File: src/rtl/utf8pc_pkg.sv
// Package for the UTF-8 printable checker: beat types, decode state and
// encoding limits. No dependencies.
`timescale 1ns / 1ps

package utf8pc_pkg;

  localparam logic [7:0]  LeadTwoLo   = 8'hc2;
  localparam logic [7:0]  LeadTwoHi   = 8'hdf;
  localparam logic [7:0]  LeadThreeLo = 8'he0;
  localparam logic [7:0]  LeadThreeHi = 8'hef;
  localparam logic [7:0]  LeadFourLo  = 8'hf0;
  localparam logic [7:0]  LeadFourHi  = 8'hf4;
  localparam logic [7:0]  AsciiDel    = 8'h7f;
  localparam logic [7:0]  AsciiNul    = 8'h00;
  localparam logic [7:0]  AsciiTab    = 8'h09;
  localparam logic [7:0]  AsciiLf     = 8'h0a;
  localparam logic [7:0]  AsciiCr     = 8'h0d;
  localparam logic [7:0]  AsciiSpace  = 8'h20;
  localparam logic [20:0] MinThree    = 21'h000800;
  localparam logic [20:0] MinFour     = 21'h010000;
  localparam logic [20:0] SurrLo      = 21'h00d800;
  localparam logic [20:0] SurrHi      = 21'h00dfff;
  localparam logic [20:0] MaxCode     = 21'h10ffff;

  localparam logic [1:0]  LenTwo      = 2'd1;
  localparam logic [1:0]  LenThree    = 2'd2;
  localparam logic [1:0]  LenFour     = 2'd3;

  typedef struct packed {
    logic [7:0] data_byte;
    logic       last_byte;
  } in_beat_t;

  typedef struct packed {
    logic well_formed;
    logic printable;
  } out_beat_t;

  typedef struct packed {
    logic [1:0]  bytes_pending;
    logic [1:0]  sequence_length;
    logic [20:0] code_point;
    logic        seen_visible;
    logic        error_seen;
  } dec_state_t;

endpackage

File: src/rtl/utf8pc_step.sv
// Per-byte decode step for the UTF-8 printable checker: next state and
// verdict from the current state and one byte. Depends on utf8pc_pkg.
`timescale 1ns / 1ps

module utf8pc_step (
  input  utf8pc_pkg::dec_state_t state_i,
  input  utf8pc_pkg::in_beat_t   beat_i,
  output utf8pc_pkg::dec_state_t state_o,
  output utf8pc_pkg::out_beat_t  verdict_o
);

  utf8pc_pkg::dec_state_t nxt;
  logic [7:0]             b;
  logic [20:0]            cp_shift;
  logic                   ws;
  logic                   ok;

  assign b        = beat_i.data_byte;
  assign cp_shift = {state_i.code_point[14:0], b[5:0]};
  assign ws       = (b == utf8pc_pkg::AsciiSpace) || (b == utf8pc_pkg::AsciiTab) ||
                    (b == utf8pc_pkg::AsciiLf) || (b == utf8pc_pkg::AsciiCr);

  always_comb begin
    nxt = state_i;
    if (!state_i.error_seen) begin
      if (state_i.bytes_pending != 2'd0) begin
        if (b[7:6] != 2'b10) begin
          nxt.error_seen = 1'b1;
        end else begin
          nxt.code_point    = cp_shift;
          nxt.bytes_pending = state_i.bytes_pending - 2'd1;
          if (state_i.bytes_pending == 2'd1) begin
            if ((state_i.sequence_length == utf8pc_pkg::LenThree &&
                 cp_shift < utf8pc_pkg::MinThree) ||
                (state_i.sequence_length == utf8pc_pkg::LenFour &&
                 cp_shift < utf8pc_pkg::MinFour) ||
                (cp_shift >= utf8pc_pkg::SurrLo && cp_shift <= utf8pc_pkg::SurrHi) ||
                cp_shift > utf8pc_pkg::MaxCode) begin
              nxt.error_seen = 1'b1;
            end else begin
              nxt.seen_visible = 1'b1;
            end
          end
        end
      end else if (!b[7]) begin
        if (b == utf8pc_pkg::AsciiNul || b == utf8pc_pkg::AsciiDel ||
            (b < utf8pc_pkg::AsciiSpace && !ws)) begin
          nxt.error_seen = 1'b1;
        end else if (!ws) begin
          nxt.seen_visible = 1'b1;
        end
      end else if (b >= utf8pc_pkg::LeadTwoLo && b <= utf8pc_pkg::LeadTwoHi) begin
        nxt.code_point      = {16'd0, b[4:0]};
        nxt.sequence_length = utf8pc_pkg::LenTwo;
        nxt.bytes_pending   = utf8pc_pkg::LenTwo;
      end else if (b >= utf8pc_pkg::LeadThreeLo && b <= utf8pc_pkg::LeadThreeHi) begin
        nxt.code_point      = {17'd0, b[3:0]};
        nxt.sequence_length = utf8pc_pkg::LenThree;
        nxt.bytes_pending   = utf8pc_pkg::LenThree;
      end else if (b >= utf8pc_pkg::LeadFourLo && b <= utf8pc_pkg::LeadFourHi) begin
        nxt.code_point      = {18'd0, b[2:0]};
        nxt.sequence_length = utf8pc_pkg::LenFour;
        nxt.bytes_pending   = utf8pc_pkg::LenFour;
      end else begin
        nxt.error_seen = 1'b1;
      end
    end
  end

  assign ok                    = !nxt.error_seen && (nxt.bytes_pending == 2'd0);
  assign verdict_o.well_formed = ok;
  assign verdict_o.printable   = ok && nxt.seen_visible;
  assign state_o               = beat_i.last_byte ? '0 : nxt;

endmodule
File: config.mk
export PLATFORM = sky130hd
export DESIGN_NAME = utf8pc_step
export DESIGN_NICKNAME = d
export VERILOG_FILES = /design/src/rtl/utf8pc_pkg.sv /design/src/rtl/utf8pc_step.sv
export SDC_FILE = /design/constraint.sdc
export NUM_CORES = 1
export LEC_CHECK = 0
export BUFFER_PORTS_ARGS = -buffer_cell sky130_fd_sc_hd__buf_2
export CAP_MARGIN = 10
export CORE_ASPECT_RATIO = 0.75
export CORE_UTILIZATION = 45
export DETAILED_ROUTE_END_ITERATION = 8
export PLACE_DENSITY = 0.87
export SLEW_MARGIN = 20
export SYNTH_ARGS = -nofsm -noshare
export SYNTH_HDL_FRONTEND = slang
export SYNTH_SLANG_ARGS = --single-unit
export TNS_END_PERCENT = 1
File: constraint.sdc
create_clock -name vclk -period 4.1
set_clock_uncertainty 0.1 [all_clocks]
set_input_delay 0.41 -clock vclk [all_inputs]
set_output_delay 0.41 -clock vclk [all_outputs]
set_load 0.01 [all_outputs]
==> flow_metrics.py <==
metrics = {
    "global_routing": {
        "gr-usage-all-layers": 0.289,
        "antenna_found_initial": 0,
        "grt_pass1_vias": 1146,
        "grt_pass1_wl_um": 5110,
        "grt-ovfl-total": 0,
        "grt_max_degree": 26,
    },
    "outcome": {
        "status": "finished, final reports clean",
    },
    "synth": {
        "synth-seq-area-share": 0,
        "synth_cells": 138,
        "netlist_area_um2": 932,
        "yosysTopAreaCell": "a22oi_1",
        "avgSynthCellArea_um2": 6.75,
        "synth_nets": 176,
        "synth_area_leaders": "a22oi_1 13%, nor2_1 12%, a31oi_4 4.6%",
        "synth_top_area_frac": 0.129,
        "ys_warn_count": 0,
        "synthDistinctLibCells": 51,
    },
    "critical_path": {
        "arrival_ns": 2.25,
        "cp.required_ns": 3.59,
        "cp-end-kind": "output port",
        "crit_path_start_kind": "input pin",
        "crit_type": "input pin to output port",
        "cp_max_fo": 19,
    },
    "power": {
        "cellPowerDensity_nw_per_um2": 107,
        "internal-power_w": 0.0000551,
        "p_switching_w": 0.0000773,
        "comb_power_share": 1.000,
        "peakVddDrop_uv": 63.2,
        "p_seq_frac": 0,
        "p_leak_nw": 0.613,
        "pwr-share-clk": 0,
        "switching_share": 0.584,
    },
    "finish": {
        "fin_util": 0.671,
        "seq_cells": 0,
        "areaGrowthSynthToFinish_pct": 32.3,
        "seq_area_um2": 0,
        "layout-drive-gt1-share": 0.409,
        "diodes": 0,
        "nFillCells": 174,
        "nClkBuffers": 0,
        "final_nets": 233,
    },
    "clock_network": {
        "postCtsResizedCells": 0,
        "holdBufCountCts": 0,
        "post_cts_buffers": 0,
    },
    "timing": {
        "worst_pin_slew_ns": 0.640,
        "fin_crit_ns": 2.76,
        "fin_setup_tns_ns": 0,
        "rsz0062_at_grt": "no",
        "min_period_over_period": 0.674,
        "relSlewSlack": 0.567,
        "maxSlewViolCount": 0,
        "fmax_ghz": 0.362,
        "hold_viol": 0,
        "setup_viol": 0,
    },
    "route": {
        "drc": 0,
        "vias_per_cell": 6.30,
        "ant_nets": 0,
        "drt_first_pass_iters": 4,
        "drt-initial-drc-count": 75,
        "wl_per_cell_um": 15.1,
        "num_vias": 1354,
        "routed_wl_um": 3260,
    },
    "floorplan": {
        "io_pins": 65,
        "start_util": 0.507,
        "fp.dieArea_um2": 2260,
        "fp.coreArea_um2": 1840,
        "die_w_um": 54.6,
        "rows": 13,
        "dieHeight_um": 41.4,
    },
    "flow_run": {
        "drv_cap": 0,
    },
    "place": {
        "hpwl_um": 2600,
        "port_buffers": 65,
        "routabilityCongestion": 0.888,
    },
    "min_path": {
        "hold_class": "input pin to output port",
    },
}
-- worst max-delay path, stage by stage --
cell and delay (ns):
buf_2 0.13, inv_1 0.06, ha_1 0.42, nor3_2 0.08
buf_4 0.21, a31oi_4 0.48, mux2i_1 0.26, nor2_1 0.05
buf_2 0.15
-- cells in the mapped netlist (2+ instances only) --
library cell and n:
a211oi_1 3, a21oi_1 4, a22oi_1 16, a31oi_4 2
a32o_1 2, and2_1 3, buf_2 2, buf_4 2
clkbuf_1 5, ha_1 2, inv_1 6, mux2i_1 4
nand2_1 2, nand2b_1 4, nand3_1 3, nor2_1 29
nor2b_1 4, nor3_1 6, o211ai_1 2, o21a_1 2
o21ai_0 4, or3_1 2
-- layout make-up --
class              instances  area [um2]  area share
inverters                  6        22.5      0.0183
multi-input cells        121         851       0.690
well taps                 22        27.5      0.0223
repair buffers            66         333       0.270
-- power groups by stage --
stage | registers [W] | clock network (W) | logic (W)
3_3_place_gp | 0 | 0 | 0.000126
2_1_floorplan | 0 | 0 | 0.0000783
6_report | 0 | 0 | 0.000132
5_1_grt | 0 | 0 | 0.000144
3_5_place_dp | 0 | 0 | 0.000130
4_1_cts | 0 | 0 | 0.000131
-- cell families (layout without fill, tap and decap cells) --
group,Yosys count,count (layout),synth area share
AOI/OAI and AO/OA,49,49,0.431
buffers and inverters,17,72,0.0872
and+or+nand+nor,66,66,0.412
muxes,4,4,0.0430
adders and majority gates,2,2,0.0268
-- placed cells by master (no fill, tap or decap), types with 2 or more instances in the layout --
master,synthesis,routed
a31oi_4,2,2
nor3_1,6,6
ha_1,2,2
or3_1,2,2
o21ai_0,4,4
a211oi_1,3,3
nand2_1,2,2
mux2i_1,4,4
a32o_1,2,2
nand2b_1,4,4
a21oi_1,4,4
nor2b_1,4,4
o211ai_1,2,2
o21a_1,2,2
a22oi_1,16,16
inv_1,6,6
buf_2,2,65
nor2_1,29,29
and2_1,3,3
nand3_1,3,3
-- worst paths after layout --
check / from / endpoint / slack (ns) / depth (start not counted)
max: state_i[25] / state_o[4] / 1.34 / 9
min: state_i[18] / state_o[18] / 1.05 / 4
-- metal layers --
| layer | track usage | routed length [um] | vias to the layer above |
|---|---|---|---|
| met5 | 0 | 0 | - |
| met4 | 0.0359 | 19 | 0 |
| met3 | 0.0220 | 338 | 4 |
| met2 | 0.476 | 1620 | 102 |
| met1 | 0.411 | 1280 | 607 |
| li1 | - | - | 641 |
-- metrics by stage --
step	setup WS, ns	area [um2]	hold WS, ns	power, W	instances
floorplan	1.72	932	0.888	0.0000783	138
global placement	1.47	1230	1.05	0.000126	215
detailed placement	1.37	1230	1.05	0.000130	215
CTS	1.37	1230	1.06	0.000131	215
global route	1.19	1230	1.09	0.000144	215
finish	1.34	1230	1.05	0.000132	215
Note: power is estimated with default switching activity, not from simulation.
